==> config.mk <==
export PLATFORM = sky130hd
export DESIGN_NAME = imh_ctrl
export DESIGN_NICKNAME = d
export VERILOG_FILES = /design/src/hdl/imh_pkg.sv /design/src/hdl/imh_ctrl.sv
export SDC_FILE = /design/constraint.sdc
export NUM_CORES = 1
export LEC_CHECK = 0
export BUFFER_PORTS_ARGS = -buffer_cell sky130_fd_sc_hd__clkbuf_2
export CAP_MARGIN = 20
export CORE_AREA = 2 2 52 66
export CTS_CLUSTER_SIZE = 28
export DETAILED_ROUTE_END_ITERATION = 8
export DIE_AREA = 0 0 54 68
export SYNTH_ARGS = -nofsm -noshare
export SYNTH_HDL_FRONTEND = slang
export SYNTH_SLANG_ARGS = --single-unit
==> constraint.sdc <==
create_clock -name clk_i -period 3.85 [get_ports clk_i]
set_input_delay 0.77 -clock clk_i [delete_from_list [all_inputs] [get_ports clk_i]]
set_output_delay 0.77 -clock clk_i [all_outputs]
set_load 0.02 [all_outputs]
==> src/hdl/imh_pkg.sv <==
// Package for the indexed min-heap core: request and status codes, controller states, command and status structs.
// No dependencies.
package imh_pkg;
  localparam int NodeCountDefault = 1024;
  localparam int CostBitsDefault  = 32;

  typedef enum logic [1:0] {
    REQ_PUSH  = 2'd0,
    REQ_POP   = 2'd1,
    REQ_QUERY = 2'd2,
    REQ_SPARE = 2'd3
  } req_e;

  typedef enum logic [2:0] {
    ST_INSERTED = 3'd0,
    ST_LOWERED  = 3'd1,
    ST_IGNORED  = 3'd2,
    ST_POPPED   = 3'd3,
    ST_EMPTYPOP = 3'd4,
    ST_QUERY    = 3'd5
  } status_e;

  typedef enum logic [4:0] {
    S_CLEAR, S_IDLE, S_DEC, S_POSW, S_PCHK, S_LRW, S_LCMP,
    S_POPRW, S_POPLW, S_POPW, S_POPFIX,
    S_UPCHK, S_UPRW, S_UPCMP,
    S_DNCHK, S_DNRW, S_DNRRW, S_DNPICK, S_DNCMP,
    S_SWAP, S_SWAP2, S_TOP, S_TOPW, S_DONE
  } state_e;

  // Controller commands to the datapath
  typedef struct packed {
    logic    clr_step;    // write absent at clear address, advance
    logic    lat_req;     // latch request fields
    logic    rd_pos;      // read position of requested id
    logic    rd_root;     // read slot 1
    logic    rd_last;     // read slot at count
    logic    rd_pos_slot; // read slot at latched position
    logic    rd_parent;   // read slot cur/2, other = cur/2
    logic    rd_left;     // read slot cur*2, other = cur*2
    logic    rd_right;    // read slot other+1
    logic    lat_pos;
    logic    lat_a;
    logic    lat_b;
    logic    lat_c;
    logic    do_insert;   // write new entry at count+1, count++
    logic    do_lower;    // write lowered cost at position
    logic    do_pop;      // mark root id absent, move last to root, count--
    logic    pop_fix;     // moved entry now sits at the root
    logic    pick_right;  // best child is the right one
    logic    swap_a;      // place cur entry at other
    logic    swap_b;      // place other entry at cur, cur = other
    logic    lat_top;
    status_e status;
    logic    set_status;
    logic    done;
  } cmd_t;

  typedef struct packed {
    logic clr_done;
    logic id_ok;
    logic pos_zero;
    logic lower_ok;
    logic full;
    logic empty;
    logic at_root;
    logic parent_gt;   // parent cost > child cost
    logic has_left;
    logic has_right;
    logic right_better;
    logic best_better; // chosen child less than cur
  } stat_t;
endpackage

==> src/hdl/imh_ctrl.sv <==
// Controller state machine of the min-heap core.
// Depends on imh_pkg.
module imh_ctrl (
  input  logic           clk_i,
  input  logic           rst_ni,
  input  logic           start_i,
  input  logic [1:0]     req_type_i,
  input  imh_pkg::stat_t stat_i,
  output imh_pkg::cmd_t  cmd_o,
  output logic           busy_o
);
  imh_pkg::state_e state_q, state_d;
  imh_pkg::req_e   req_q;
  logic            sink_q;

  // Hold request kind and sift direction
  always_ff @(posedge clk_i or negedge rst_ni) begin
    if (!rst_ni) begin
      state_q <= imh_pkg::S_CLEAR; req_q <= imh_pkg::REQ_QUERY; sink_q <= 1'b0;
    end else begin
      state_q <= state_d;
      if (state_q == imh_pkg::S_IDLE && start_i) begin
        req_q <= imh_pkg::req_e'(req_type_i);
        sink_q <= 1'b0;
      end else if (state_q == imh_pkg::S_POPW) begin
        sink_q <= 1'b1;
      end
    end
  end

  assign busy_o = (state_q != imh_pkg::S_IDLE);

  // Next state
  always_comb begin
    state_d = state_q;
    case (state_q)
      imh_pkg::S_CLEAR: if (stat_i.clr_done) state_d = imh_pkg::S_IDLE;
      imh_pkg::S_IDLE:  if (start_i) state_d = imh_pkg::S_DEC;
      imh_pkg::S_DEC: begin
        case (req_q)
          imh_pkg::REQ_PUSH: state_d = stat_i.id_ok ? imh_pkg::S_POSW : imh_pkg::S_TOP;
          imh_pkg::REQ_POP:  state_d = stat_i.empty ? imh_pkg::S_TOP : imh_pkg::S_POPRW;
          default:           state_d = imh_pkg::S_TOP;
        endcase
      end
      imh_pkg::S_POSW: state_d = imh_pkg::S_PCHK;
      imh_pkg::S_PCHK: begin
        if (!stat_i.pos_zero) state_d = imh_pkg::S_LRW;
        else if (stat_i.full) state_d = imh_pkg::S_TOP;
        else state_d = imh_pkg::S_UPCHK;
      end
      imh_pkg::S_LRW:    state_d = imh_pkg::S_LCMP;
      imh_pkg::S_LCMP:   state_d = stat_i.lower_ok ? imh_pkg::S_UPCHK : imh_pkg::S_TOP;
      imh_pkg::S_POPRW:  state_d = imh_pkg::S_POPLW;
      imh_pkg::S_POPLW:  state_d = imh_pkg::S_POPW;
      imh_pkg::S_POPW:   state_d = imh_pkg::S_POPFIX;
      imh_pkg::S_POPFIX: state_d = imh_pkg::S_DNCHK;
      imh_pkg::S_UPCHK:  state_d = stat_i.at_root ? imh_pkg::S_TOP : imh_pkg::S_UPRW;
      imh_pkg::S_UPRW:   state_d = imh_pkg::S_UPCMP;
      imh_pkg::S_UPCMP:  state_d = stat_i.parent_gt ? imh_pkg::S_SWAP : imh_pkg::S_TOP;
      imh_pkg::S_DNCHK:  state_d = stat_i.has_left ? imh_pkg::S_DNRW : imh_pkg::S_TOP;
      imh_pkg::S_DNRW:   state_d = stat_i.has_right ? imh_pkg::S_DNRRW : imh_pkg::S_DNCMP;
      imh_pkg::S_DNRRW:  state_d = imh_pkg::S_DNPICK;
      imh_pkg::S_DNPICK: state_d = imh_pkg::S_DNCMP;
      imh_pkg::S_DNCMP:  state_d = stat_i.best_better ? imh_pkg::S_SWAP : imh_pkg::S_TOP;
      imh_pkg::S_SWAP:   state_d = imh_pkg::S_SWAP2;
      imh_pkg::S_SWAP2:  state_d = sink_q ? imh_pkg::S_DNCHK : imh_pkg::S_UPCHK;
      imh_pkg::S_TOP:    state_d = imh_pkg::S_TOPW;
      imh_pkg::S_TOPW:   state_d = imh_pkg::S_DONE;
      imh_pkg::S_DONE:   state_d = imh_pkg::S_IDLE;
      default:           state_d = imh_pkg::S_IDLE;
    endcase
  end

  // Outputs
  always_comb begin
    cmd_o = '0;
    case (state_q)
      imh_pkg::S_CLEAR: cmd_o.clr_step = 1'b1;
      imh_pkg::S_IDLE:  cmd_o.lat_req = start_i;
      imh_pkg::S_DEC: begin
        case (req_q)
          imh_pkg::REQ_PUSH: begin
            if (stat_i.id_ok) cmd_o.rd_pos = 1'b1;
            else begin
              cmd_o.set_status = 1'b1; cmd_o.status = imh_pkg::ST_IGNORED;
            end
          end
          imh_pkg::REQ_POP: begin
            if (stat_i.empty) begin
              cmd_o.set_status = 1'b1; cmd_o.status = imh_pkg::ST_EMPTYPOP;
            end else cmd_o.rd_root = 1'b1;
          end
          default: begin
            cmd_o.set_status = 1'b1; cmd_o.status = imh_pkg::ST_QUERY;
          end
        endcase
      end
      imh_pkg::S_POSW: cmd_o.lat_pos = 1'b1;
      imh_pkg::S_PCHK: begin
        if (!stat_i.pos_zero) cmd_o.rd_pos_slot = 1'b1;
        else if (stat_i.full) begin
          cmd_o.set_status = 1'b1; cmd_o.status = imh_pkg::ST_IGNORED;
        end else begin
          cmd_o.do_insert = 1'b1;
          cmd_o.set_status = 1'b1; cmd_o.status = imh_pkg::ST_INSERTED;
        end
      end
      imh_pkg::S_LRW: cmd_o.lat_a = 1'b1;
      imh_pkg::S_LCMP: begin
        cmd_o.set_status = 1'b1;
        if (stat_i.lower_ok) begin
          cmd_o.do_lower = 1'b1; cmd_o.status = imh_pkg::ST_LOWERED;
        end else cmd_o.status = imh_pkg::ST_IGNORED;
      end
      imh_pkg::S_POPRW: begin
        cmd_o.lat_a = 1'b1; cmd_o.rd_last = 1'b1;
      end
      imh_pkg::S_POPLW: cmd_o.lat_b = 1'b1;
      imh_pkg::S_POPW: begin
        cmd_o.do_pop = 1'b1; cmd_o.set_status = 1'b1;
        cmd_o.status = imh_pkg::ST_POPPED;
      end
      imh_pkg::S_POPFIX: cmd_o.pop_fix = 1'b1;
      imh_pkg::S_UPCHK:  cmd_o.rd_parent = !stat_i.at_root;
      imh_pkg::S_UPRW:   cmd_o.lat_b = 1'b1;
      imh_pkg::S_DNCHK:  cmd_o.rd_left = stat_i.has_left;
      imh_pkg::S_DNRW: begin
        cmd_o.lat_b = 1'b1; cmd_o.rd_right = stat_i.has_right;
      end
      imh_pkg::S_DNRRW:  cmd_o.lat_c = 1'b1;
      imh_pkg::S_DNPICK: cmd_o.pick_right = stat_i.right_better;
      imh_pkg::S_SWAP:   cmd_o.swap_a = 1'b1;
      imh_pkg::S_SWAP2:  cmd_o.swap_b = 1'b1;
      imh_pkg::S_TOP:    cmd_o.rd_root = 1'b1;
      imh_pkg::S_TOPW:   cmd_o.lat_top = 1'b1;
      imh_pkg::S_DONE:   cmd_o.done = 1'b1;
      default: ;
    endcase
  end
endmodule

==> flow_summary.ini, run 1 <==
[finish]
syn_to_final_growth_pct = 24.33
ff_latch_area_um2 = 201.4
drive_gt1_frac = 0.2769
mostFrequentLayoutCells = 43 x clkbuf_2, 31 x nor2_1, 13 x nand2_1
fillerInstances = 356
postLayoutCellArea_um2 = 1285
final_common_cell = clkbuf_2
antennaDiodeCount = 0
multiInputGateArea_um2 = 754.5
fin_nets = 213

[synthesis]
ys_warn_count = 0
async_flop_share = 1.000
synth_area_per_cell_um2 = 6.459
ys_seq_elements = 8
synth_ff_type = dfrtp_1
seq_area_frac_synth = 0.1949
synth_edf_count = 0
netlist_area_um2 = 1033
synth_fp_nets = 177
ys_types = 42
syn_inst = 160

[detailed_routing]
drc_errors = 0
ant_nets = 0
dr.pass1.iters = 4
vias_per_cell = 5.565
first_iter_violations = 60
vias = 1291
wl_mm = 3.482
wire_per_inst_um = 15.01

[timing]
worstMarginPinSlew_ps = 869.7
setup_tns_ps = 0
worst_slew_margin_rel = 0.4202
rsz0062_at_grt = no
finalHoldViolations = 0
setup_violations = 0
fmax_ghz = 0.3503
post-route-period-util = 0.7415
fin_worst_skew_ps = 9.272
slew_violations = 0
post-route-min-period_ps = 2855

[setup_path]
startpoint_type = flip-flop
crit_type = reg2out
cp.required_ps = 3080
endpoint_kind = output pin
r2r_start = state_q[1]
r2r-end = state_q[1]
ff2ff_setup_slack_ps = 1800
critPathMaxFanout = 27
worstPathArrival_ps = 2080
rr_worst_depth = 5

[cts]
ctsResizeCount = 0
postCtsHoldBufs = 0
root_buffer = clkbuf_8
cts_inserted_buffers = 3
cts_setup_buffers = 0
htreeDepth = 1
cts_buffer_depth = 2
cts_tree = built
cts_sinks = 8
clock_latency_ps = 230
clk_pin_slew_ps = 50

[placement]
dp_hpwl_mm = 2.698
port_buffers = 43
place_area_um2 = 1240
gp_congestion = 0.8748

[status]
status = completed

[die]
initial_core_util = 0.3325
num_io_pins = 44
dieArea_um2 = 3672
rows = 23
core_area_um2 = 3108
die_w_um = 54
dieHeight_um = 68

[hold_path]
hold_path.class = in2async

[power]
powerDensity_nw_per_um2 = 821.1
irDropWorstVdd_uv = 468.4
p_leak_nw = 0.5936

[grt]
grt_usage = 0.1967
first_global_vias = 1122
grt_max_degree = 32
grt.overflow.total = 0
antenna_found_initial = 0
grt_pass1_wl_mm = 5.368

[flow_run]
maxCapViolCount = 0
-- kinds of logic after synthesis --
kind of cell           after synthesis  synth area share
AOI/OAI and AO/OA                   47            0.2918
and+or+nand+nor                     86            0.4165
DFF                                  8            0.1949
buffers and inverters               17           0.07506
muxes                                2           0.02179
-- stage by stage --
step             util  cells  hold slack, ps  setup WS [ps]  power [W]
2_1_floorplan       -    160           474.4           1404  0.0007664
3_3_place_gp   0.3990    228           532.1           1240  0.0009426
3_5_place_dp   0.3990    228           530.9           1244  0.0009372
4_1_cts        0.4134    232           382.6          991.0   0.001049
5_1_grt        0.4134    232           392.8          828.7   0.001145
6_report       0.4134    232           376.6          995.2   0.001055
-- worst max path at each step --
stage,start,to,cells past startpoint
global route,state_q[3],cmd_o[3],6
finish,state_q[3],cmd_o[3],6
global placement,state_q[3],cmd_o[3],6
CTS,state_q[3],cmd_o[3],6
floorplan,stat_i[9],cmd_o[20],2
detailed placement,state_q[3],cmd_o[3],6
-- cells in the mapped netlist, types with 2 or more instances --
cell type | count | area share
nand3b_1 | 2 | 0.015
and3_1 | 3 | 0.018
nor2b_1 | 6 | 0.036
nor3_1 | 4 | 0.019
nand2_1 | 13 | 0.047
mux2_2 | 2 | 0.022
nor2_1 | 31 | 0.11
dfrtp_1 | 7 | 0.17
a31oi_1 | 9 | 0.054
a21oi_1 | 9 | 0.044
clkbuf_1 | 5 | 0.018
nand3_1 | 5 | 0.024
or3_1 | 2 | 0.012
o21ai_0 | 11 | 0.053
buf_2 | 5 | 0.024
o22ai_1 | 4 | 0.024
or2_2 | 2 | 0.012
buf_1 | 2 | 0.0073
nor3b_1 | 2 | 0.015
inv_1 | 4 | 0.015
nand2b_1 | 11 | 0.067
-- state kept, by name, indices dropped and copies added (netlist names) --
register / cells
sink_q: 1
state_q: 5
req_q: 2
-- power breakdown --
group | total (W) | switching (W) | internal (W)
combinational | 0.000666 | 0.000405 | 0.000261
sequential | 0.000281 | 0.000152 | 0.000130
clock | 0.000107 | 0.0000354 | 0.0000720
-- per-layer routing --
metal	wire, µm	share of wire	vias to the layer above	track usage
met1	1494	0.43	597	0.2576
li1	-	-	641	-
met5	0	0	-	0
met4	20	0.0057	0	0.03750
met2	1733	0.50	51	0.3476
met3	233	0.067	2	0.01747
-- worst max-delay path, stage by stage, from the launching register on --
cell and delay (ps):
dfrtp_1 630, nor2_1 410, nand2_1 120, nor2_1 270, nand2_1 80, o22ai_1 150, clkbuf_2 200
-- area by class of cell --
cell class,instances,share of cell area
Clock buffer,4,0.03505
Sequential cell,8,0.1568
Timing Repair Buffer,44,0.1733
Inverter,4,0.01168
Multi-Input combinational cell,135,0.5871
Tap cell,37,0.03603
(Power assumes the default switching activity.)
==> run 2, diff against run 1 <==
--- a/config.mk
+++ b/config.mk
@@ -5,12 +5,13 @@
 export SDC_FILE = /design/constraint.sdc
 export NUM_CORES = 1
 export LEC_CHECK = 0
+export ABC_AREA = 1
 export BUFFER_PORTS_ARGS = -buffer_cell sky130_fd_sc_hd__clkbuf_2
 export CAP_MARGIN = 20
-export CORE_AREA = 2 2 52 66
+export CORE_AREA = 2 2 50 64
 export CTS_CLUSTER_SIZE = 28
 export DETAILED_ROUTE_END_ITERATION = 8
-export DIE_AREA = 0 0 54 68
+export DIE_AREA = 0 0 52 66
 export SYNTH_ARGS = -nofsm -noshare
 export SYNTH_HDL_FRONTEND = slang
 export SYNTH_SLANG_ARGS = --single-unit
==> constraint.sdc (replaced) <==
create_clock -name clk_i -period 2.3 [get_ports clk_i]
set_input_delay 0.46 -clock clk_i [delete_from_list [all_inputs] [get_ports clk_i]]
set_output_delay 0.46 -clock clk_i [all_outputs]
set_load 0.02 [all_outputs]
==> run 2 against run 1 <==
- flip-flop and latch count is the same
- count of clock-buffer cells in the layout unchanged
- via count rose by 1.5%
- sequential share of layout area is 0.24 points lower
- combinational power up 83%
- routed wire length down 9.7%
- clock skew is 2.8 ps higher
- sequential power grew 5%
- non-clock buffer count is 9 higher
- largest cell class unchanged
==> flow_summary.ini, run 2 <==
[status]
status = completed

[timing]
holdWs_ps = 32.88
worst_slew_margin_rel = 0.7633
setup_violations = 0
worstMarginPinSlew_ps = 351.9
post-route-min-period_ps = 2164
worst_slack_ps = 136.0
post-route-period-util = 0.9409
fin_worst_skew_ps = 12.03
fmax_ghz = 0.4621
finalHoldViolations = 0
slew_violations = 0

[setup_path]
endpoint_kind = output pin
cp.required_ps = 1840
critPathMaxFanout = 6
worstPathArrival_ps = 1700
ff2ff_setup_slack_ps = 660
crit_type = reg2out
startpoint_type = flip-flop

[synthesis]
netlist_area_um2 = 944.7
yosysMostFrequentCell = nand2_1
ys_seq_elements = 8
synth.largest_area_cell = dfrtp_1
synth_area_per_cell_um2 = 5.460
seq_area_frac_synth = 0.2132
yosys-top-cells-area = dfrtp_1 19%, nand2_1 16%, nand3_1 13%
synth_edf_count = 0
synth_ff_type = dfrtp_1
ys_top_cells_by_count = 40 x nand2_1, 31 x inv_1, 27 x nor2_1
async_flop_share = 1.000
synth_top_area_frac = 0.1854
synth_fp_nets = 190
syn_inst = 173
ys_types = 22
ys_warn_count = 0

[cts]
cts_sinks = 8
htreeDepth = 1
root_buffer = clkbuf_4
clk_pin_slew_ps = 60
clock_latency_ps = 260
cts_buffer_depth = 2
postCtsHoldBufs = 0
cts_inserted_buffers = 3
cts_tree = built

[power]
seq_power_share = 0.181
p_leak_nw = 0.8437
p_switching_w = 0.0009277
pwr-share-comb = 0.747
p_clk_frac = 0.072
p_sw_frac = 0.5684
power_w = 0.001632
cellInternalPower_w = 0.0007045
irDropWorstVdd_uv = 607.8
powerDensity_nw_per_um2 = 1235

[detailed_routing]
dr.pass1.iters = 5
vias = 1311
first_iter_violations = 84
ant_nets = 0
wire_per_inst_um = 11.91
drc_errors = 0
vias_per_cell = 4.966
wl_mm = 3.145

[finish]
largest_register_ffs = 5
multiInputGateArea_um2 = 624.3
largestRegisters = state_q x5, req_q x2, sink_q x1
largest_register = state_q
ff_latch_area_um2 = 203.9
syn_to_final_growth_pct = 39.87
fillerInstances = 346
fin_nets = 246
drive_gt1_frac = 0.3333
mostFrequentLayoutCells = 41 x clkbuf_2, 40 x nand2_1, 30 x inv_1
antennaDiodeCount = 0
final_util = 0.4660
final_common_cell = clkbuf_2

[die]
dieArea_um2 = 3432
dieHeight_um = 66
num_io_pins = 44
rows = 22
die_w_um = 52
initial_core_util = 0.3332
core_area_um2 = 2835

[flow_run]
maxCapViolCount = 0

[grt]
antenna_found_initial = 0
grt.overflow.total = 0
grt_max_degree = 11
grt_usage = 0.1941
grt_pass1_wl_mm = 5.009
first_global_vias = 1179

[hold_path]
hold_path.class = in2async

[placement]
pre_cts_ws_ps = 248.5
gp_congestion = 0.9017
port_buffers = 43
dp_hpwl_mm = 2.650
[run 2: cells by family after synthesis]
logic type,Yosys count,share of synthesized area
AOI/OAI and AO/OA,15,0.09008
buffers and inverters,37,0.1497
DFF,8,0.2133
and+or+nand+nor,113,0.5470
[run 2: per-layer routing]
| layer | global-route usage | wire (µm) | vias up |
|---|---|---|---|
| met2 | 0.3449 | 1602 | 65 |
| met4 | 0.06250 | 105 | 0 |
| met1 | 0.2119 | 1194 | 562 |
| met3 | 0.06335 | 243 | 10 |
| li1 | - | - | 674 |
| met5 | 0 | 0 | - |
[run 2: layout make-up]
type | instances | share of cell area
Sequential cell | 8 | 0.1544
Multi-Input combinational cell | 128 | 0.4725
Tap cell | 36 | 0.03409
Clock buffer | 4 | 0.01989
Timing Repair Buffer | 53 | 0.2197
Inverter | 35 | 0.09943
[run 2: worst paths after layout]
path	start	endpoint	depth (start not counted)
max	state_q[1]	cmd_o[24]	5
min	rst_ni	state_q[3]	1
max reg2reg	state_q[1]	state_q[0]	11
min reg2reg	req_q[1]	req_q[1]	2
max in group asynchronous	rst_ni	req_q[1]	1
min in group clk_i	req_type_i[1]	req_q[1]	3
[run 2: power groups by stage]
stage,logic (W),clock network [W],registers (W)
global placement,0.00109,0,0.000294
CTS,0.00111,0.000120,0.000291
detailed placement,0.00108,0,0.000295
global route,0.00135,0.000135,0.000304
floorplan,0.000763,0,0.000278
finish,0.00122,0.000117,0.000296
[run 2: stage by stage]
step / cells / TNS (ps) / cell area, µm²
final: 264 / 0 / 1321
after global routing: 264 / -3.554 / 1321
after CTS: 258 / 0 / 1256
after detailed placement: 253 / 0 / 1217
after global placement: 253 / 0 / 1217
after floorplan: 173 / 0 / 944.7
[run 2: critical path, cell delays in order (launching register included)]
cell and delay [ps]:
dfrtp_2 450, buf_4 150, nor2_2 250, nand3_2 170, nor2_2 220, clkbuf_2 210
[run 2: repair_timing]
item	in CTS	in global routing
cloned	0	0
pin swaps	0	3
setup buffers	1	6
gates resized for setup	1	10
endpoints found under the setup margin	1	5
==> run 3, diff against run 2 <==
--- a/config.mk
+++ b/config.mk
@@ -12,6 +12,7 @@
 export CTS_CLUSTER_SIZE = 28
 export DETAILED_ROUTE_END_ITERATION = 8
 export DIE_AREA = 0 0 52 66
+export PLACE_DENSITY = 0.72
 export SYNTH_ARGS = -nofsm -noshare
 export SYNTH_HDL_FRONTEND = slang
 export SYNTH_SLANG_ARGS = --single-unit
==> constraint.sdc (replaced) <==
create_clock -name clk_i -period 2.3 [get_ports clk_i]
set_input_delay 0.345 -clock clk_i [delete_from_list [all_inputs] [get_ports clk_i]]
set_output_delay 0.345 -clock clk_i [all_outputs]
set_load 0.02 [all_outputs]
==> run 3 against run 2 <==
- via count fell by 2.5%
- sequential share of layout area rose by 0.67 points
- hold slack improved by 260 ps
- global-route usage rose by 0.39 points
- cell area fell by 4.7%
- setup slack improved by 0.67 ps
- largest power group unchanged
- highest routed layer unchanged
==> flow_summary.ini, run 3 (synthesis gave the netlist of run 2 again) <==
[cts]
htreeDepth = 1
clock_latency_ps = 260
cts_tree = built
clk_pin_slew_ps = 60
cts_inserted_buffers = 3
cts_sinks = 8
root_buffer = clkbuf_4
cts_buffer_depth = 2

[finish]
mostFrequentLayoutCells = 43 x clkbuf_2, 40 x nand2_1, 30 x inv_1
syn_to_final_growth_pct = 33.25
largest_register_ffs = 5
final_common_cell = clkbuf_2
drive_gt1_frac = 0.2896
fillerInstances = 335
final_util = 0.4440
fin_nets = 239
multiInputGateArea_um2 = 609.3
ff_latch_area_um2 = 202.7
largestRegisters = state_q x5, req_q x2, sink_q x1
largest_register = state_q
antennaDiodeCount = 0

[grt]
grt_max_degree = 14
grt.overflow.total = 0
antenna_found_initial = 0
grt_pass1_wl_mm = 5.126
first_global_vias = 1132
grt_usage = 0.1980

[status]
status = completed

[detailed_routing]
dr.max_layer_used = met4
vias = 1278
ant_nets = 0
wire_per_inst_um = 12.11
vias_per_cell = 4.973
met2_wirelength_mm = 1.604
wl_mm = 3.111
drc_errors = 0
wl_met3_um = 210
met1_length_mm = 1.249
first_iter_violations = 40
dr.pass1.iters = 4

[timing]
worst_slack_ps = 136.7
fin_worst_skew_ps = 11.60
worst_slew_margin_rel = 0.7921
post-route-min-period_ps = 2163
rsz0062_at_grt = yes
finalHoldViolations = 0
setup_tns_ps = 0
setup_violations = 0
worstMarginPinSlew_ps = 309.5
post-route-period-util = 0.9406
fmax_ghz = 0.4623
slew_violations = 0

[setup_path]
path_cells = nor2_4 -> nand2_1 -> nor2_1 -> inv_2 -> o311ai_1 -> clkbuf_2
critPathMaxStageDelay_ps = 480
endpoint_kind = output pin
critical_path.top_delay_family = simple AND/OR/NAND/NOR gates
startpoint_type = flip-flop
crit_buf_inv = 2
critPathMaxFanout = 7
worstPathArrival_ps = 1820
cp.required_ps = 1960
critPathSlowestCell = dfrtp_1
crit_type = reg2out

[power]
pwr-share-comb = 0.721
p_clk_frac = 0.078
seq_power_share = 0.201
p_switching_w = 0.0008888
p_leak_nw = 0.8052
p_sw_frac = 0.5886
powerDensity_nw_per_um2 = 1200
irDropWorstVdd_uv = 759.7
cellInternalPower_w = 0.0006211

[die]
die_w_um = 52
initial_core_util = 0.3332
rows = 22
dieHeight_um = 66
dieArea_um2 = 3432
core_area_um2 = 2835
num_io_pins = 44

[placement]
port_buffers = 43
dp_hpwl_mm = 2.650
gp_congestion = 0.8951
pre_cts_ws_ps = 289.6

[flow_run]
maxCapViolCount = 0

[hold_path]
hold_path.class = in2reg
==> run 3: cell count changes in the layout (fill, tap and decap cells not counted), moves of 2 or more <==
cell	delta
clkbuf_2	+2
nor2_1	+2
buf_2	-2
buf_4	-8
==> run 3: area by class of cell <==
class / instances / area share
flip-flops and latches: 8 / 0.1610
multi-input cells: 128 / 0.4841
inverters: 35 / 0.1074
well taps: 36 / 0.03579
clock buffers: 4 / 0.02087
repair buffers: 46 / 0.1909
==> run 3: tightest hold or removal path, cell delays in order <==
cell and delay, ps:
clkbuf_2 80, nand2_1 50, o21ai_0 70
==> run 3: path summary, 6_finish.rpt <==
path,depth (start not counted),start,end,slack [ps]
min in group asynchronous,2,rst_ni,state_q[3],460
max reg2reg,9,state_q[4],state_q[1],590
min reg2reg,2,sink_q,sink_q,570
max in group asynchronous,2,rst_ni,req_q[1],1590
min,3,req_type_i[1],req_q[1],300
max,6,state_q[0],cmd_o[3],140
==> run 3: metrics by stage <==
step	power [W]	std cells	instance area [µm²]	hold slack, ps
floorplan	0.001041	173	944.7	49.41
global placement	0.001371	252	1210	196.7
detailed placement	0.001365	252	1210	197.1
CTS	0.001490	257	1246	290.4
global route	0.001670	257	1259	303.7
finish	0.001510	257	1259	297.8
==> run 3: power groups by stage <==
stage	combinational, W	clock (W)	sequential [W]
global route	0.00123	0.000132	0.000312
floorplan	0.000763	0	0.000278
CTS	0.00108	0.000120	0.000292
detailed placement	0.00107	0	0.000294
global placement	0.00108	0	0.000293
finish	0.00109	0.000117	0.000304
==> run 3: routing by layer <==
metal	GRT usage	vias up
met5	0	-
met4	0.07566	0
met3	0.03394	4
met2	0.3418	49
met1	0.2389	573
li1	-	652
==> run 3: timing repair <==
action	4_1_cts	5_1_grt
hold endpoints to repair	7	0
setup endpoints to repair	0	3
resized for setup	0	4
hold buffers	1	0
buffers inserted	0	0
